[src/rtl/weighted_sum_tree_sampler_core_assert.svh]
// Assertion macros used by the sampler's top level.
`ifndef WEIGHTED_SUM_TREE_SAMPLER_CORE_ASSERT_SVH
`define WEIGHTED_SUM_TREE_SAMPLER_CORE_ASSERT_SVH

// Consequent must hold in the same cycle as the antecedent.
`define WSTS_ASSERT_SAME(label, clk, rstn, ante, cons, msg) \
    label: assert property (@(posedge clk) disable iff (!rstn) (ante) |-> (cons)) \
        else $error(msg);

// Consequent must hold in the cycle after the antecedent.
`define WSTS_ASSERT_NEXT(label, clk, rstn, ante, cons, msg) \
    label: assert property (@(posedge clk) disable iff (!rstn) (ante) |=> (cons)) \
        else $error(msg);

`endif

[src/rtl/wsts_pkg.sv]
// Types, codes and constants of the weighted sum-tree sampler.
package wsts_pkg;

    localparam int LEAVES_DEF = 256;
    localparam int ID_W       = 8;
    localparam int WT_W       = 24;
    localparam int DRAW_W     = 48;
    localparam int SUM_W      = 32;
    localparam int RATE_W     = 16;
    localparam int PROD_W     = SUM_W + RATE_W;
    localparam int ID_COUNT   = 256;
    localparam int IN_W       = 80;
    localparam int OUT_W      = 56;
    localparam int PADDR_W    = 2;
    localparam int PDATA_W    = 32;

    localparam logic [RATE_W-1:0]  RATE_RESET     = 16'd256;
    localparam logic [PADDR_W-1:0] ADDR_BASE_RATE = 2'd0;

    typedef enum logic [1:0] {
        K_INSERT = 2'd0,
        K_REMOVE = 2'd1,
        K_UPDATE = 2'd2,
        K_SELECT = 2'd3
    } kind_t;

    typedef enum logic [2:0] {
        ST_OK     = 3'd0,
        ST_ABSENT = 3'd1,
        ST_FULL   = 3'd2,
        ST_DUP    = 3'd3,
        ST_EMPTY  = 3'd4
    } status_t;

    typedef enum logic [1:0] {
        PATH_ERR,
        PATH_INS,
        PATH_UPD,
        PATH_SEL
    } path_t;

    typedef enum logic [3:0] {
        S_CLEAR,
        S_IDLE,
        S_DECIDE,
        S_INS_RD,
        S_INS_WR,
        S_INS_FIN,
        S_UP_OLD,
        S_UP_RD,
        S_UP_WR,
        S_UP_FIN,
        S_SEL_RD,
        S_SEL_MUL,
        S_SEL_CMP,
        S_SEL_FIN,
        S_DONE
    } state_t;

    typedef struct packed {
        logic clr_step;
        logic load_in;
        logic decide;
        logic ins_rd;
        logic ins_wr;
        logic ins_fin;
        logic up_old;
        logic up_rd;
        logic up_wr;
        logic up_fin;
        logic sel_rd;
        logic sel_mul;
        logic sel_cmp;
        logic sel_fin;
        logic out_load;
    } cmd_t;

    typedef struct packed {
        logic  clr_last;
        logic  at_leaf;
        logic  at_root;
        path_t path;
    } sts_t;

endpackage

[src/rtl/wsts_ctrl.sv]
// Operation sequencer of the sampler: walks the tree one level at a time.
module wsts_ctrl (
    input  logic            clk,
    input  logic            rst_n,
    input  logic            s_tvalid,
    output logic            s_tready,
    input  logic            m_tvalid,
    input  logic            m_tready,
    input  wsts_pkg::sts_t  sts,
    output wsts_pkg::cmd_t  cmd
);

    wsts_pkg::state_t state_reg;
    wsts_pkg::state_t state_next;
    logic             out_free;

    assign out_free = !m_tvalid || m_tready;

    always_ff @(posedge clk or negedge rst_n)
    begin
        if (!rst_n)
        begin
            state_reg <= wsts_pkg::S_CLEAR;
        end
        else
        begin
            state_reg <= state_next;
        end
    end

    always_comb
    begin
        state_next = state_reg;
        case (state_reg)
            wsts_pkg::S_CLEAR:
            begin
                if (sts.clr_last)
                begin
                    state_next = wsts_pkg::S_IDLE;
                end
            end
            wsts_pkg::S_IDLE:
            begin
                if (s_tvalid)
                begin
                    state_next = wsts_pkg::S_DECIDE;
                end
            end
            wsts_pkg::S_DECIDE:
            begin
                case (sts.path)
                    wsts_pkg::PATH_INS: state_next = wsts_pkg::S_INS_RD;
                    wsts_pkg::PATH_UPD: state_next = wsts_pkg::S_UP_OLD;
                    wsts_pkg::PATH_SEL: state_next = wsts_pkg::S_SEL_RD;
                    default:            state_next = wsts_pkg::S_DONE;
                endcase
            end
            wsts_pkg::S_INS_RD:
            begin
                state_next = sts.at_leaf ? wsts_pkg::S_INS_FIN : wsts_pkg::S_INS_WR;
            end
            wsts_pkg::S_INS_WR:  state_next = wsts_pkg::S_INS_RD;
            wsts_pkg::S_INS_FIN: state_next = wsts_pkg::S_DONE;
            wsts_pkg::S_UP_OLD:  state_next = wsts_pkg::S_UP_RD;
            wsts_pkg::S_UP_RD:
            begin
                state_next = sts.at_root ? wsts_pkg::S_UP_FIN : wsts_pkg::S_UP_WR;
            end
            wsts_pkg::S_UP_WR:   state_next = wsts_pkg::S_UP_RD;
            wsts_pkg::S_UP_FIN:  state_next = wsts_pkg::S_DONE;
            wsts_pkg::S_SEL_RD:
            begin
                state_next = sts.at_leaf ? wsts_pkg::S_SEL_FIN : wsts_pkg::S_SEL_MUL;
            end
            wsts_pkg::S_SEL_MUL: state_next = wsts_pkg::S_SEL_CMP;
            wsts_pkg::S_SEL_CMP: state_next = wsts_pkg::S_SEL_RD;
            wsts_pkg::S_SEL_FIN: state_next = wsts_pkg::S_DONE;
            wsts_pkg::S_DONE:
            begin
                if (out_free)
                begin
                    state_next = wsts_pkg::S_IDLE;
                end
            end
            default: state_next = wsts_pkg::S_IDLE;
        endcase
    end

    always_comb
    begin
        cmd      = '0;
        s_tready = 1'b0;
        case (state_reg)
            wsts_pkg::S_CLEAR:   cmd.clr_step = 1'b1;
            wsts_pkg::S_IDLE:
            begin
                s_tready    = 1'b1;
                cmd.load_in = s_tvalid;
            end
            wsts_pkg::S_DECIDE:  cmd.decide  = 1'b1;
            wsts_pkg::S_INS_RD:  cmd.ins_rd  = 1'b1;
            wsts_pkg::S_INS_WR:  cmd.ins_wr  = 1'b1;
            wsts_pkg::S_INS_FIN: cmd.ins_fin = 1'b1;
            wsts_pkg::S_UP_OLD:  cmd.up_old  = 1'b1;
            wsts_pkg::S_UP_RD:   cmd.up_rd   = 1'b1;
            wsts_pkg::S_UP_WR:   cmd.up_wr   = 1'b1;
            wsts_pkg::S_UP_FIN:  cmd.up_fin  = 1'b1;
            wsts_pkg::S_SEL_RD:  cmd.sel_rd  = 1'b1;
            wsts_pkg::S_SEL_MUL: cmd.sel_mul = 1'b1;
            wsts_pkg::S_SEL_CMP: cmd.sel_cmp = 1'b1;
            wsts_pkg::S_SEL_FIN: cmd.sel_fin = 1'b1;
            wsts_pkg::S_DONE:    cmd.out_load = out_free;
            default:             cmd = '0;
        endcase
    end

endmodule

[config.mk]
export PLATFORM = sky130hd
export DESIGN_NAME = wsts_ctrl
export DESIGN_NICKNAME = d
export VERILOG_FILES = /design/src/rtl/weighted_sum_tree_sampler_core_assert.svh /design/src/rtl/wsts_pkg.sv /design/src/rtl/wsts_ctrl.sv
export SDC_FILE = /design/constraint.sdc
export NUM_CORES = 1
export LEC_CHECK = 0
export BUFFER_PORTS_ARGS = -buffer_cell sky130_fd_sc_hd__buf_2
export CAP_MARGIN = 20
export CORE_AREA = 5 5 42 44
export CTS_CLUSTER_DIAMETER = 150
export DETAILED_ROUTE_END_ITERATION = 10
export DIE_AREA = 0 0 47 49
export PLACE_DENSITY = 0.77
export SLEW_MARGIN = 10
export SYNTH_ARGS = -nofsm -noshare
export SYNTH_HDL_FRONTEND = slang
export SYNTH_SLANG_ARGS = --single-unit
[constraint.sdc]
create_clock -name clk -period 1.7 [get_ports clk]
set_input_delay 0.085 -clock clk [delete_from_list [all_inputs] [get_ports clk]]
set_output_delay 0.085 -clock clk [all_outputs]
set_load 0.05 [all_outputs]
==> impl_metrics.tcl, run 1 <==
set metrics [dict create \
    grt_max_degree 14 \
    clock_insertion_delay_worst_skew_ns 0.23 \
    post_synth_num_cell_types 28 \
    detail-route-antenna-nets 0 \
    fp.dieH_um 49 \
    drt_pass1_iterations 4 \
    std_cell_rows 14 \
    layout-area-overhead-vs-synth_pct 34.8 \
    final.hold.worst_slack_ns 0.158 \
    most-common-layout-cells "25 x sky130_fd_sc_hd__buf_2, 11 x sky130_fd_sc_hd__nor2_1, 5 x sky130_fd_sc_hd__inv_1, 5 x sky130_fd_sc_hd__nor3_2, 4 x sky130_fd_sc_hd__dfrtp_1" \
    via_density_per_instance 4.99 \
    number_of_buffers_added_by_the_clock_tree_synthesis_step 3 \
    n_antenna_cell 0 \
    dr_total_vias 544 \
    cts_max_path_buffers 2 \
    critPathSlowestCell "sky130_fd_sc_hd__dfrtp_1" \
    largest_register_ff_count 4 \
    hold_viol 0 \
    port-buffer-count 25 \
    worstSetupStartpointType "flip-flop" \
    syn-num-nets 81 \
    layout.cells.most_common "sky130_fd_sc_hd__buf_2" \
    multi_input_area_um2 363 \
    timing.max_slew.rel_slack 0.740 \
    critPathCaptureType "primary output" \
    antenna_found_initial 0 \
    cp-startpoint "state_reg[2]" \
    drc 0 \
    detail_route.iter0.violations 7 \
    critical_path_max_stage_delay_ns 0.51 \
    routedWlPerCell_um 11.7 \
    p_leak_nw 0.350 \
    finalWorstPathRequiredPeriod_ns 1.62 \
    vdd.ir_drop.worst_uv 877 \
    r2r_start "state_reg[2]" \
    worst_hold_startpoint "sts[4]" \
    syn-cell-area_um2 500 \
    dieWidth_um 47 \
    placed_area_um2 639 \
    dp_hpwl_um 977 \
    grt.total_usage 0.112 \
    outcome "finished clean" \
    min-delay-path-class "in -> reg" \
    worst-endpoint-arrival_ns 1.53 \
    cts.clk_slew.worst_paths_ns 0.04 \
    synth-seq-cells 4 \
    postCtsSetupRepairBufs 0 \
    register_area_um2 100 \
    final_layout_size_suffix_gt1_frac 0.452 \
    critical_path_required_ns 1.62 \
    power_mw 1.48 \
    path_class "reg -> out" \
    post_layout_nonfiller_instances 109 \
    max_cap_violations 0 \
    grt_pass1_wl_um 1970 \
    cts_tree "done" \
    floorplan.die_area_um2 2300 \
    crit_path_max_fanout 12 \
    top_level_ports 26 \
    first_global_vias 479 \
    dpl.cell_count 105 \
    synth_seq_area_share 0.200 \
    final.setup_skew_ns 0.00359 \
    globalplace.congestion 0.765 \
    clock-sinks 4 \
    nets 108 \
    cts_htree_levels 1 \
    ys.warnings.count 0 \
    postRouteWirelength_um 1280 \
    critical_path.cell_chain "or2_4 -> nor2_2 -> and2_1 -> buf_2" \
    synth.avg_cell_area_um2 7.36 \
    tightestPinTransition_ns 0.390 \
    core_um2 1400 \
    fillerInstances 143 \
    cts_root_buf "sky130_fd_sc_hd__clkbuf_4" \
    start_util 0.357 \
    final_max_slew_viol_count 0 \
    layout.cell_area.non_filler_um2 674 \
    finalSetupViolCount 0 \
    cellPowerDensity_nw_per_um2 2190 \
    postSynthCellCount 68 \
    grt_remaining_overflow 0 \
    rsz0062_at_grt "no" \
    fin_crit_sh 0.950 \
    fmaxAchievable_mhz 619 \
]
## what timing repair did
item	4_1_cts	5_1_grt
endpoints found under the setup margin	0	2
hold endpoints to repair	4	0
hold buffers	1	0
resized for setup	0	1
## cells in the mapped netlist
master	count	area, µm²
sky130_fd_sc_hd__nand2_2	1	6.26
sky130_fd_sc_hd__a31oi_1	1	6.26
sky130_fd_sc_hd__and2_1	1	6.26
sky130_fd_sc_hd__o21ai_2	1	8.76
sky130_fd_sc_hd__a21oi_2	1	8.76
sky130_fd_sc_hd__nand2b_4	1	13.8
sky130_fd_sc_hd__or2b_1	1	7.51
sky130_fd_sc_hd__nor2_1	12	45.0
sky130_fd_sc_hd__xor2_1	1	8.76
sky130_fd_sc_hd__nand2b_1	2	12.5
sky130_fd_sc_hd__nor3_1	8	40.0
sky130_fd_sc_hd__ha_1	3	37.5
sky130_fd_sc_hd__buf_6	3	33.8
sky130_fd_sc_hd__or3b_4	1	11.3
sky130_fd_sc_hd__o41ai_1	1	8.76
sky130_fd_sc_hd__o21ai_0	3	15.0
sky130_fd_sc_hd__a21oi_1	3	15.0
sky130_fd_sc_hd__o21bai_1	1	7.51
sky130_fd_sc_hd__inv_1	5	18.8
sky130_fd_sc_hd__nor2b_1	3	18.8
sky130_fd_sc_hd__buf_2	3	15.0
sky130_fd_sc_hd__o211ai_1	2	15.0
sky130_fd_sc_hd__a211o_1	1	8.76
sky130_fd_sc_hd__dfrtp_1	4	100
sky130_fd_sc_hd__nand2_1	2	7.51
sky130_fd_sc_hd__or2_1	1	6.26
sky130_fd_sc_hd__a31o_1	1	8.76
sky130_fd_sc_hd__o2111ai_1	1	8.76
## cell families (layout without fill, tap and decap cells)
kind of cell,count (synthesis),after routing,share of synthesized area
buffers and inverters,11,36,0.135
DFF,4,4,0.200
AOI/OAI and AO/OA,16,16,0.223
adders and majority gates,3,3,0.0750
xor gates and xnor gates,1,1,0.0175
and+or+nand+nor,33,33,0.350
## metal layers
| metal | share of wire | track usage |
|---|---|---|
| met2 | 0.51 | 0.186 |
| met5 | 0 | 0 |
| met4 | 0 | 0.0276 |
| met3 | 0.070 | 0.0332 |
| met1 | 0.42 | 0.137 |
## through the flow
step / worst slack [ns] / util / setup TNS, ns
6_report: 0.0846 / 0.481 / 0
5_1_grt: 0.00745 / 0.481 / 0
4_1_cts: 0.0148 / 0.479 / 0
3_5_place_dp: 0.257 / 0.456 / 0
3_3_place_gp: 0.295 / 0.456 / 0
2_1_floorplan: -0.166 / - / -0.166
## area by class of cell
class | instances | share of cell area
Sequential cell | 4 | 0.148
Clock buffer | 3 | 0.0334
Tap cell | 16 | 0.0297
Inverter | 5 | 0.0278
Multi-Input combinational cell | 53 | 0.538
Timing Repair Buffer | 28 | 0.223
## critical path, delay by kind of cell (launching register included)
| kind | cells | cell delay [ns] |
|---|---|---|
| flops | 1 | 0.51 |
| buf+inv | 1 | 0.25 |
| simple gates | 3 | 0.54 |
## power breakdown
part / switching, mW / total [mW] / internal [mW] / leakage [nW]
clock: 0.0386 / 0.118 / 0.0790 / 0.0138
sequential: 0.117 / 0.266 / 0.148 / 0.0476
combinational: 0.748 / 1.10 / 0.348 / 0.288
total: 0.904 / 1.48 / 0.576 / 0.350
## path summary, 6_finish.rpt
kind	endpoint	slack, ns	cells past startpoint
max in group asynchronous	state_reg[3]	1.40	2
min in group asynchronous	state_reg[1]	0.18	2
worst max register to register	state_reg[0]	0.24	4
worst min-delay path	state_reg[0]	0.16	3
worst min register to register	state_reg[0]	0.74	2
worst max-delay path	cmd[13]	0.08	4
Note: power is estimated with default switching activity, not from simulation.
==> inputs of run 2 (changes only) <==
--- a/config.mk
+++ b/config.mk
@@ -7,11 +7,13 @@
 export LEC_CHECK = 0
 export BUFFER_PORTS_ARGS = -buffer_cell sky130_fd_sc_hd__buf_2
 export CAP_MARGIN = 20
-export CORE_AREA = 5 5 42 44
+export CELL_PAD_IN_SITES_DETAIL_PLACEMENT = 0
+export CELL_PAD_IN_SITES_GLOBAL_PLACEMENT = 1
+export CORE_MARGIN = 5
+export CORE_UTILIZATION = 29
 export CTS_CLUSTER_DIAMETER = 150
 export DETAILED_ROUTE_END_ITERATION = 10
-export DIE_AREA = 0 0 47 49
-export PLACE_DENSITY = 0.77
+export PLACE_DENSITY = 0.85
 export SLEW_MARGIN = 10
 export SYNTH_ARGS = -nofsm -noshare
 export SYNTH_HDL_FRONTEND = slang
==> impl_metrics.tcl, run 2 (synthesis results as in run 1) <==
set metrics [dict create \
    outcome "finished clean" \
    cts_root_buf "sky130_fd_sc_hd__clkbuf_4" \
    finalWorstPathRequiredPeriod_ns 1.59 \
    min-delay-path-class "in -> reg" \
    layout-area-overhead-vs-synth_pct 35.2 \
    vdd.ir_drop.worst_uv 635 \
    grt_pass1_wl_um 2060 \
    grt_remaining_overflow 0 \
    dieWidth_um 51.5 \
    cts.clk_slew.worst_paths_ns 0.04 \
    nets 108 \
    grt_max_degree 14 \
    cts_htree_levels 1 \
    critPathCaptureType "primary output" \
    number_of_buffers_added_by_the_clock_tree_synthesis_step 3 \
    port-buffer-count 25 \
    final.hold.worst_slack_ns 0.140 \
    antenna_found_initial 0 \
    detail-route-antenna-nets 0 \
    rsz0062_at_grt "no" \
    critical_path.n_buffers_inverters 1 \
    p_leak_nw 0.349 \
    fp.dieH_um 51.5 \
    dpl.cell_count 106 \
    critical_path_max_stage_delay_ns 0.47 \
    reg2regPathDepth 4 \
    core_um2 1690 \
    clockPowerShare 0.080 \
    fmaxAchievable_mhz 627 \
    grt.total_usage 0.105 \
    postRouteWirelength_um 1330 \
    layout.cells.most_common "sky130_fd_sc_hd__buf_2" \
    final.setup_skew_ns 0.000820 \
    clock-sinks 4 \
    power_switching_share 0.611 \
    worstSetupStartpointType "flip-flop" \
    max_cap_violations 0 \
    via_density_per_instance 4.86 \
    first_global_vias 472 \
    floorplan.die_area_um2 2660 \
    post_layout_nonfiller_instances 110 \
    start_util 0.296 \
    n_antenna_cell 0 \
    total_switching_power_mw 0.910 \
    globalplace.congestion 0.749 \
    final_layout_size_suffix_gt1_frac 0.462 \
    drt_pass1_iterations 3 \
    critPathSlowestCell "sky130_fd_sc_hd__dfrtp_1" \
    critical_path_required_ns 1.62 \
    timing.max_slew.rel_slack 0.802 \
    top_level_ports 26 \
    dp_hpwl_um 1030 \
    comb_power_share 0.741 \
    worst-endpoint-arrival_ns 1.51 \
    critical_path.cell_chain "or2_4 -> nor2_2 -> and2_1 -> buf_2" \
    cellPowerDensity_nw_per_um2 2200 \
    power.sequential.fraction 0.179 \
    tightestPinTransition_ns 0.297 \
    fin_crit_sh 0.938 \
    worst-path-stages 4 \
    cts_tree "done" \
    finalSetupViolCount 0 \
    power_mw 1.49 \
    most-common-layout-cells "25 x sky130_fd_sc_hd__buf_2, 11 x sky130_fd_sc_hd__nor2_1, 5 x sky130_fd_sc_hd__inv_1, 5 x sky130_fd_sc_hd__nor3_2" \
    largest_register_ff_count 4 \
    routedWlPerCell_um 12.1 \
    std_cell_rows 15 \
    detail_route.iter0.violations 2 \
    dr_total_vias 535 \
    clock_insertion_delay_worst_skew_ns 0.24 \
    crit_path_max_fanout 10 \
    drc 0 \
    hold_viol 0 \
    fin_setup_tns_ns 0 \
    min_path_cells 3 \
    cts_max_path_buffers 2 \
    fillerInstances 179 \
    critPathTopFamily "simple AND/OR/NAND/NOR gates" \
    final_max_slew_viol_count 0 \
    internal_power_mw 0.579 \
    path_class "reg -> out" \
]
[run 2: worst paths after layout]
check / start / to / slack, ns
worst min register to register: state_reg[3] / state_reg[1] / 0.77
worst max register to register: state_reg[3] / state_reg[0] / 0.33
worst min-delay path: sts[4] / state_reg[0] / 0.14
min in group asynchronous: rst_n / state_reg[2] / 0.17
max in group asynchronous: rst_n / state_reg[2] / 1.41
worst max-delay path: state_reg[3] / cmd[13] / 0.11
[run 2: worst min-delay path: cells and delay by family]
kind / cells / cell delay, ns
AOI/OAI and AO/OA: 2 / 0.17
buffers and inverters: 1 / 0.08
[run 2: per-layer routing]
metal,global-route usage,vias up,share of wire
met2,0.157,22,0.45
li1,-,281,-
met1,0.130,227,0.45
met5,0,-,0
met3,0.0229,5,0.074
met4,0.0786,0,0.028
[run 2: what timing repair did]
| item | CTS | global route |
|---|---|---|
| hold buffers | 1 | 0 |
| endpoints found under the setup margin | 1 | 1 |
| buffers inserted | 0 | 0 |
| endpoints found under the hold margin | 4 | 0 |
| pin swaps | 0 | 0 |
| resized for setup | 1 | 1 |
[run 2: power by group through the flow]
stage / combinational (mW) / clock [mW] / sequential (mW)
global placement: 1.09 / 0 / 0.260
finish: 1.10 / 0.120 / 0.266
CTS: 1.11 / 0.126 / 0.266
global route: 1.18 / 0.133 / 0.278
floorplan: 1.02 / 0 / 0.182
detailed placement: 1.09 / 0 / 0.265
[run 2: final cells by class]
type	instances	area, µm²	share of cell area
Tap cell	17	21.3	0.0314
Sequential cell	4	101	0.150
Multi-Input combinational cell	53	363	0.536
Inverter	5	18.8	0.0277
Clock buffer	3	22.5	0.0333
Timing Repair Buffer	28	150	0.222
[run 2: metrics by stage]
stage / utilization / setup WS (ns) / instance area, µm²
after floorplan: - / -0.166 / 528
after global placement: 0.379 / 0.285 / 641
after detailed placement: 0.379 / 0.249 / 641
after CTS: 0.400 / 0.0586 / 676
after global routing: 0.401 / 0.0206 / 677
final: 0.401 / 0.105 / 677
